===== src/hdl/word_token_normalizer_defines.svh =====
// ---------------------------------------------------------------------------
// word_token_normalizer assertion macros
// Shared concurrent assertion forms, clocked on clk with reset rst_n.
// ---------------------------------------------------------------------------
`ifndef WORD_TOKEN_NORMALIZER_DEFINES_SVH
`define WORD_TOKEN_NORMALIZER_DEFINES_SVH

// cond must never be true outside reset
`define WTN_ASSERT_NEVER(label, cond, msg) \
    label: assert property (@(posedge clk) disable iff (!rst_n) !(cond)) else $error(msg);

// ante implies cons in the same cycle
`define WTN_ASSERT_IMPLY(label, ante, cons, msg) \
    label: assert property (@(posedge clk) disable iff (!rst_n) (ante) |-> (cons)) \
        else $error(msg);

`endif


===== src/hdl/wtn_pkg.sv =====
// ---------------------------------------------------------------------------
// wtn_pkg
// Types, character constants and classification helpers of the normalizer.
// ---------------------------------------------------------------------------
package wtn_pkg;

    localparam logic [7:0] CH_DOT     = 8'h2E;
    localparam logic [7:0] CH_APOS    = 8'h27;
    localparam logic [7:0] CH_LOWER_S = 8'h73;
    localparam logic [7:0] CH_UPPER_S = 8'h53;

    localparam int QDEPTH = 4;
    localparam int QAW    = $clog2(QDEPTH);

    typedef struct packed {
        logic [7:0] ch;
        logic       valid;
        logic       last;
    } res_t;

    // results of one input byte, packed from slot 0 upward
    typedef struct packed {
        logic [1:0]       cnt;
        res_t [2:0]       res;
    } entry_t;

    function automatic logic is_letter(input logic [7:0] c);
        return (c >= 8'h41 && c <= 8'h5A) || (c >= 8'h61 && c <= 8'h7A);
    endfunction

    function automatic logic is_digit(input logic [7:0] c);
        return c >= 8'h30 && c <= 8'h39;
    endfunction

    function automatic logic is_punct(input logic [7:0] c);
        return c >= 8'h21 && c <= 8'h7E && !is_letter(c) && !is_digit(c);
    endfunction

    function automatic logic [7:0] fold_lower(input logic [7:0] c);
        return (c >= 8'h41 && c <= 8'h5A) ? c + 8'h20 : c;
    endfunction

endpackage


===== src/hdl/wtn_front.sv =====
// ---------------------------------------------------------------------------
// wtn_front
// Accepts token bytes, tracks strip/pattern/tail state and forms the
// results of each byte as one queue entry.
// ---------------------------------------------------------------------------
module wtn_front
    import wtn_pkg::*;
(
    input  logic       clk,
    input  logic       rst_n,
    input  logic       push,
    output logic       full,
    input  logic [7:0] in_char,
    input  logic       token_is_word,
    input  logic       last_char,
    input  logic       q_full,
    output logic       q_push,
    output entry_t     q_entry
);

    logic       lead_reg, lead_next;
    logic       odd_reg, odd_next;
    logic       ph_reg, ph_next;
    logic [1:0] pos_reg, pos_next;
    logic [1:0] tc_reg, tc_next;
    logic [7:0] tb0_reg, tb0_next;
    logic [7:0] tb1_reg, tb1_next;

    logic       accept;
    logic       ph_v;
    logic       keep;
    logic [7:0] kept_byte;
    logic [7:0] t0, t1;
    logic [1:0] tc;
    logic [1:0] k;
    entry_t     ent;

    assign full   = q_full;
    assign accept = push && !q_full && token_is_word;

    always_comb
    begin
        lead_next = lead_reg;
        odd_next  = odd_reg;
        ph_next   = ph_reg;
        pos_next  = pos_reg;
        ph_v      = ph_reg;
        keep      = 1'b0;
        kept_byte = fold_lower(in_char);
        ent       = '0;
        k         = 2'd0;

        if (!(lead_reg && is_punct(in_char)))
        begin
            lead_next = 1'b0;
            if (odd_reg)
            begin
                if (in_char != CH_DOT)
                    ph_v = 1'b0;
            end
            else if (!is_letter(in_char))
            begin
                ph_v = 1'b0;
            end
            ph_next = ph_v;
            // drop pattern dots, but keep a dot that is the second unstripped byte and ends the token
            if (in_char == CH_DOT && ph_v)
            begin
                if (pos_reg == 2'd1 && last_char)
                begin
                    keep      = 1'b1;
                    kept_byte = in_char;
                end
            end
            else
            begin
                keep = 1'b1;
            end
            if (pos_reg != 2'd2)
                pos_next = pos_reg + 2'd1;
            odd_next = !odd_reg;
        end

        t0 = tb0_reg;
        t1 = tb1_reg;
        tc = tc_reg;
        if (keep)
        begin
            unique case (tc)
                2'd0:
                begin
                    t0 = kept_byte;
                    tc = 2'd1;
                end
                2'd1:
                begin
                    t1 = kept_byte;
                    tc = 2'd2;
                end
                default:
                begin
                    // advance the tail, oldest byte leaves
                    ent.res[0] = '{ch: t0, valid: 1'b1, last: 1'b0};
                    k  = 2'd1;
                    t0 = t1;
                    t1 = kept_byte;
                end
            endcase
        end

        tb0_next = t0;
        tb1_next = t1;
        tc_next  = tc;

        if (last_char)
        begin
            if (tc == 2'd2 && t0 == CH_APOS && (t1 == CH_LOWER_S || t1 == CH_UPPER_S))
                tc = 2'd0;
            else if (tc == 2'd2 && t1 == CH_APOS)
                tc = 2'd1;
            else if (tc == 2'd1 && t0 == CH_APOS)
                tc = 2'd0;

            if (tc == 2'd0)
            begin
                ent.res[k] = '{ch: 8'h00, valid: 1'b0, last: 1'b1};
                k = k + 2'd1;
            end
            else
            begin
                ent.res[k] = '{ch: t0, valid: 1'b1, last: (tc == 2'd1)};
                k = k + 2'd1;
                if (tc == 2'd2)
                begin
                    ent.res[k] = '{ch: t1, valid: 1'b1, last: 1'b1};
                    k = k + 2'd1;
                end
            end

            lead_next = 1'b1;
            odd_next  = 1'b0;
            ph_next   = 1'b1;
            pos_next  = 2'd0;
            tc_next   = 2'd0;
            tb0_next  = 8'h00;
            tb1_next  = 8'h00;
        end
        ent.cnt = k;
    end

    assign q_push  = accept && (k != 2'd0);
    assign q_entry = ent;

    always_ff @(posedge clk or negedge rst_n)
    begin
        if (!rst_n)
        begin
            lead_reg <= 1'b1;
            odd_reg  <= 1'b0;
            ph_reg   <= 1'b1;
            pos_reg  <= 2'd0;
            tc_reg   <= 2'd0;
            tb0_reg  <= 8'h00;
            tb1_reg  <= 8'h00;
        end
        else if (accept)
        begin
            lead_reg <= lead_next;
            odd_reg  <= odd_next;
            ph_reg   <= ph_next;
            pos_reg  <= pos_next;
            tc_reg   <= tc_next;
            tb0_reg  <= tb0_next;
            tb1_reg  <= tb1_next;
        end
    end

endmodule


===== src/hdl/wtn_queue.sv =====
// ---------------------------------------------------------------------------
// wtn_queue
// Short FIFO of result entries between the front and back parts.
// ---------------------------------------------------------------------------
module wtn_queue
    import wtn_pkg::*;
(
    input  logic   clk,
    input  logic   rst_n,
    input  logic   wr,
    input  entry_t wr_data,
    output logic   full,
    output logic   avail,
    output entry_t head,
    input  logic   rd
);

    entry_t         mem_reg [QDEPTH];
    logic [QAW-1:0] wp_reg, rp_reg;
    logic [QAW:0]   cnt_reg, cnt_next;
    logic           do_wr, do_rd;

    assign full  = (cnt_reg == (QAW+1)'(QDEPTH));
    assign avail = (cnt_reg != '0);
    assign head  = mem_reg[rp_reg];
    assign do_wr = wr && !full;
    assign do_rd = rd && avail;

    always_comb
    begin
        cnt_next = cnt_reg;
        if (do_wr && !do_rd)
            cnt_next = cnt_reg + 1'b1;
        else if (do_rd && !do_wr)
            cnt_next = cnt_reg - 1'b1;
    end

    always_ff @(posedge clk or negedge rst_n)
    begin
        if (!rst_n)
        begin
            wp_reg  <= '0;
            rp_reg  <= '0;
            cnt_reg <= '0;
        end
        else
        begin
            if (do_wr)
                wp_reg <= wp_reg + 1'b1;
            if (do_rd)
                rp_reg <= rp_reg + 1'b1;
            cnt_reg <= cnt_next;
        end
    end

    always_ff @(posedge clk)
    begin
        if (do_wr)
            mem_reg[wp_reg] <= wr_data;
    end

endmodule


===== src/hdl/wtn_back.sv =====
// ---------------------------------------------------------------------------
// wtn_back
// Walks the slots of each queue entry and hands results to the output
// register, one per cycle while the output register is empty or popped.
// ---------------------------------------------------------------------------
module wtn_back
    import wtn_pkg::*;
(
    input  logic       clk,
    input  logic       rst_n,
    input  logic       q_avail,
    input  entry_t     q_head,
    output logic       q_rd,
    input  logic       pop,
    output logic       empty,
    output logic [7:0] out_char,
    output logic       char_valid,
    output logic       token_end
);

    logic [1:0] idx_reg;
    logic       ov_reg;
    res_t       out_reg;
    logic       slot_free;
    logic       load;
    logic       final_slot;

    assign slot_free  = !ov_reg || pop;
    assign load       = q_avail && slot_free;
    assign final_slot = (idx_reg == q_head.cnt - 2'd1);
    assign q_rd       = load && final_slot;

    assign empty      = !ov_reg;
    assign out_char   = out_reg.ch;
    assign char_valid = out_reg.valid;
    assign token_end  = out_reg.last;

    always_ff @(posedge clk or negedge rst_n)
    begin
        if (!rst_n)
        begin
            idx_reg <= 2'd0;
            ov_reg  <= 1'b0;
        end
        else
        begin
            if (load)
                idx_reg <= final_slot ? 2'd0 : idx_reg + 2'd1;
            if (load)
                ov_reg <= 1'b1;
            else if (pop)
                ov_reg <= 1'b0;
        end
    end

    always_ff @(posedge clk)
    begin
        if (load)
            out_reg <= q_head.res[idx_reg];
    end

endmodule


===== src/hdl/word_token_normalizer.sv =====
// ---------------------------------------------------------------------------
// word_token_normalizer
// Word token normalizer: strip, lowercase, acronym dots, possessive tail.
// ---------------------------------------------------------------------------
// Input channel: one token byte per transfer (push/full) with token_is_word
// and last_char. Bytes of non-word tokens are consumed and give nothing.
// Result channel: queue style (empty/pop); the oldest result sits on
// out_char/char_valid/token_end while empty is low.
// Throughput: one byte per cycle while full is low. A byte yields zero to
// three results; the back part emits one result per cycle while pop keeps
// the output free, so a token end that flushes the two held tail bytes
// can put up to three results on the output.
// Path: a byte's results are written to the queue at the transfer edge and
// then loaded into the output register, though the last two kept bytes of
// a token are held until the next byte or the token end decides them.
// A four-entry queue between the front and back parts absorbs flushes;
// when the receiver stalls the queue fills and full rises.
// Reset clears token state and the queue and marks the output register empty.
// ---------------------------------------------------------------------------
`include "word_token_normalizer_defines.svh"

module word_token_normalizer
    import wtn_pkg::*;
(
    input  logic       clk,
    input  logic       rst_n,
    input  logic       push,
    output logic       full,
    input  logic [7:0] in_char,
    input  logic       token_is_word,
    input  logic       last_char,
    output logic       empty,
    input  logic       pop,
    output logic [7:0] out_char,
    output logic       char_valid,
    output logic       token_end
);

    logic   q_push;
    logic   q_full;
    logic   q_avail;
    logic   q_rd;
    entry_t q_entry;
    entry_t q_head;
    logic   word_end_xfer;
    logic   entry_ends;

    wtn_front u_front (
        .clk           (clk),
        .rst_n         (rst_n),
        .push          (push),
        .full          (full),
        .in_char       (in_char),
        .token_is_word (token_is_word),
        .last_char     (last_char),
        .q_full        (q_full),
        .q_push        (q_push),
        .q_entry       (q_entry)
    );

    wtn_queue u_queue (
        .clk     (clk),
        .rst_n   (rst_n),
        .wr      (q_push),
        .wr_data (q_entry),
        .full    (q_full),
        .avail   (q_avail),
        .head    (q_head),
        .rd      (q_rd)
    );

    wtn_back u_back (
        .clk        (clk),
        .rst_n      (rst_n),
        .q_avail    (q_avail),
        .q_head     (q_head),
        .q_rd       (q_rd),
        .pop        (pop),
        .empty      (empty),
        .out_char   (out_char),
        .char_valid (char_valid),
        .token_end  (token_end)
    );

    assign word_end_xfer = push && !full && token_is_word && last_char;
    assign entry_ends    = q_entry.res[q_entry.cnt - 2'd1].last;

    `WTN_ASSERT_NEVER(a_no_empty_entry, q_push && (q_entry.cnt == 2'd0), "empty entry")
    `WTN_ASSERT_NEVER(a_bare_marker_ends, !empty && !char_valid && !token_end, "stray marker")
    `WTN_ASSERT_IMPLY(a_word_end_flushes, word_end_xfer, q_push && entry_ends, "end not flushed")

endmodule


===== config.mk =====
export PLATFORM = sky130hd
export DESIGN_NAME = word_token_normalizer
export DESIGN_NICKNAME = d
export VERILOG_FILES = /design/src/hdl/wtn_pkg.sv /design/src/hdl/wtn_front.sv /design/src/hdl/wtn_queue.sv /design/src/hdl/wtn_back.sv /design/src/hdl/word_token_normalizer.sv
export VERILOG_INCLUDE_DIRS = /design/src /design/src/hdl
export SDC_FILE = /design/constraint.sdc
export NUM_CORES = 1
export LEC_CHECK = 0
export BUFFER_PORTS_ARGS = -buffer_cell sky130_fd_sc_hd__buf_2
export CORE_AREA = 3 3 145 147
export DETAILED_ROUTE_END_ITERATION = 6
export DIE_AREA = 0 0 148 150
export PLACE_DENSITY_LB_ADDON = 0.08
export SLEW_MARGIN = 20
export SYNTH_ARGS = -nofsm -noshare
export SYNTH_HDL_FRONTEND = slang
export SYNTH_SLANG_ARGS = --single-unit

===== constraint.sdc =====
create_clock -name clk -period 3.53 [get_ports clk]
set_clock_uncertainty 0.2 [all_clocks]
set_input_delay 0.706 -clock clk [delete_from_list [all_inputs] [get_ports clk]]
set_output_delay 0.706 -clock clk [all_outputs]
set_load 0.02 [all_outputs]

==> results.yml <==
global_routing:
  antenna_found_initial: 0
  grt_first_pass_wirelength_um: 30860
  first_global_vias: 5391
  grt_overflow_total: 0
  grt_max_degree: 34
  grt_usage_pct: 18.30
layout:
  diodes: 0
  final_nets: 715
  final_util_pct: 49.81
  final_cells: 971
  largest_reg_flops: 124
  area_growth_pct: 25.78
  drive_above_1_share_pct: 35.81
  fin_area_um2: 9981
run:
  drv_cap: 0
timing:
  fin_crit_sh_pct: 98.97
  slew_headroom_pct: 42.68
  hold_violations: 0
  fmax_ghz: 0.2862
  finalSetupViolCount: 0
  maxSlewViolCount: 0
  rsz0062_at_grt: "true"
  fin_tns_setup_ns: 0
  period_needed_ns: 3.494
  tightest_slew_ns: 0.8598
worst_setup_path:
  max_stage_delay_ns: 0.58
  crit_slowest_cell: "or4_4"
  cp_top_family: "compound AO/OA/AOI/OAI gates"
  cp_max_fo: 8
  crit_arrival_ns: 3.46
  required_ns: 3.50
  worstSetupEndpointType: "flip-flop"
  cp-start-kind: "primary input"
  path_class: "primary input to flip-flop"
  cp_num_buf_inv: 3
  path_cells: "buf_2 -> or4_4 -> o221a_2 -> o31ai_1 -> nor4b_2 -> nand4_1 -> a22oi_2 -> nor3b_4 -> o21a_1 -> buf_12 -> a32oi_2 -> o22ai_2 -> buf_4"
synth:
  postSynthAreaPerCell_um2: 13.52
  synth_cell_types: 73
  ys_ff_latch: 167
  syn_nets: 614
  synth_area_leaders: "edfxtp_1, dfrtp_1, mux4_2"
  synthCells: 587
  synth_edf_count: 134
  synth_top_cell_by_area: "edfxtp_1"
  synth_top_area_share_pct: 50.71
  syn-cell-area_um2: 7935
  seq_area_frac_synth_pct: 61.15
  ys_warn_count: 0
  postSynth.asyncResetShare_pct: 19.76
  synthFlopType: "edfxtp_1"
clock_network:
  cts_tree: "done"
  clk_latency_ns: 0.42
  h-tree-depth: 4
  cts_buffers: 17
  cts_buffer_depth: 2
  holdBufCountCts: 0
  clkTransAtPathRegs_ns: 0.07
  cts.sinks: 167
  cts_root_buffer: "clkbuf_16"
route:
  drc: 0
  dr_wl_met2_um: 9981
  ant_nets: 0
  routed_via_density: 5.450
  highest_layer: "met4"
  wl_per_cell_um: 20.60
  firstDrtPassIters: 5
  drt_iter0_markers: 349
  vias: 5292
  drt-met1-wl_um: 9292
  route.met3.wl_um: 493
  drt-total-wl_um: 20010
placed_design:
  place_inst: 936
  io_buffers: 25
  dp_hpwl_um: 13530
  place_area_um2: 9133
  gp_congestion: 0.9065
power_and_ir_drop:
  power_switching_mw: 3.023
  p_leak_nw: 3.681
  finalPower_mw: 8.501
  combinationalPowerShare_pct: 41.4
  power.share.clock_pct: 23.3
  power_frac_seq_pct: 35.3
  p_int_mw: 5.478
  switching_share_pct: 35.56
  pwr_density_cell_nw_per_um2: 851.8
  peakVddDrop_v: 0.0004632
floorplan:
  fp.dieW_um: 148
  fp.dieH_um: 150
  dieArea_um2: 22200
  initial_core_util_pct: 39.60
  ios: 26
  row_count: 52
  core_um2: 20040
worst_hold_path:
  hp-class: "primary input to asynchronous set/reset pin"
status:
  status: "finished, final reports clean"
-- synth_stat cells, drive strengths merged, types with 5 or more instances --
cell,instances
nor3,9
and2,8
inv,29
clkbuf,25
nand2,56
xnor2,5
mux2i,11
a21oi,37
ha,12
edfxtp,134
a21boi,7
o22ai,20
buf,8
mux4,31
nand3,9
and3,6
dfrtp,31
nor2,33
o21ai,28
a22o,9
a32oi,6
-- stage by stage --
| step | setup slack [ns] | hold WS, ns |
|---|---|---|
| 2_1_floorplan | 0.01221 | 0.2104 |
| 3_5_place_dp | -0.4023 | 0.2939 |
| 4_1_cts | 0.007608 | 0.2210 |
| 6_report | 0.03620 | 0.1863 |
| 5_1_grt | -0.02379 | 0.2546 |
| 3_3_place_gp | -0.3735 | 0.2909 |
-- kinds of logic (layout without fill, tap and decap cells) --
group / Yosys count / after routing / synth area share [%]
and+or+nand+nor: 148 / 148 / 9.477
adders and majority gates: 13 / 13 / 2.144
AOI/OAI and AO/OA: 145 / 146 / 12.76
xor gates and xnor gates: 7 / 7 / 0.7726
DFF: 167 / 167 / 61.15
buffers and inverters: 62 / 175 / 3.090
muxes: 45 / 45 / 10.61
-- cell type report --
class	count	area, µm²
well taps	270	337.8
multi-input cells	359	3144
flip-flops and latches	167	4853
repair buffers	114	897.1
fillers	1791	10060
inverters	29	108.9
clock inverters	15	214.0
clock buffers	17	425.4
-- worst reg2reg max path, cell delays in order, from the launching register on --
cell and delay [ns]:
dfrtp_1 0.36, inv_1 0.09, ha_1 0.24, nor2_2 0.32, a22o_1 0.22, a21oi_1 0.06, nor4b_2 0.31, nand4_1 0.16
a22oi_2 0.28, a21oi_1 0.09, o21a_1 0.21, buf_12 0.14, a32oi_2 0.21, o22ai_2 0.13, buf_4 0.16
-- worst paths after layout --
path	startpoint	slack, ns	end	cells past startpoint
min in group clk	pop	0.27	u_back.ov_reg	2
max in group asynchronous	rst_n	2.34	u_queue.rp_reg[0]	1
min reg2reg	u_front.ph_reg	0.32	u_front.ph_reg	2
max reg2reg	u_front.tc_reg[1]	0.10	u_queue.mem_reg[3][6]	14
min	rst_n	0.19	u_back.idx_reg[1]	1
max	in_char[2]	0.04	u_queue.mem_reg[3][6]	13
-- cell usage in the layout (no fill, tap or decap), types with 4 or more instances in the layout --
cell type,netlist,routed
and2_1,8,4
nor3_1,9,7
edfxtp_1,134,134
mux4_2,31,31
a21boi_0,7,6
and2_2,0,4
a21oi_1,36,29
clkbuf_16,0,17
and3_1,5,5
o22ai_2,0,4
nor2_2,1,4
nand2_1,56,54
inv_6,0,4
xnor2_1,5,5
inv_1,28,27
buf_12,0,7
a21oi_2,0,8
buf_2,1,23
ha_1,12,8
o21a_1,4,4
or3_1,4,4
a22o_1,9,8
nor2_1,32,25
nor2_4,0,4
buf_4,1,81
dfrtp_1,31,30
a32oi_1,6,4
nand3_1,8,8
mux2i_1,11,11
bufinv_16,0,4
o21ai_0,24,21
o22ai_1,20,16
o31ai_1,4,4
-- power groups by stage --
stage               clock (mW)  combinational [mW]  sequential, mW
finish                    1.98                3.52            3.00
global route              2.12                3.83            3.04
CTS                       2.03                3.42            3.00
detailed placement           0                3.41            3.04
global placement             0                3.36            3.02
floorplan                    0                2.09            3.00
-- layer usage --
layer | vias to the layer above | global-route usage (%)
met4 | 0 | 4.804
met1 | 2713 | 25.10
met5 | - | 0
li1 | 2472 | -
met2 | 92 | 30.55
met3 | 15 | 3.028
-- repair_timing --
action                                  4_1_cts  5_1_grt
endpoints found under the setup margin       20       92
gates cloned                                  0        1
pin swaps                                     0        9
resized for setup                             1       39
buffers inserted                              0        2
No activity file was read; power rests on OpenSTA's default activity.
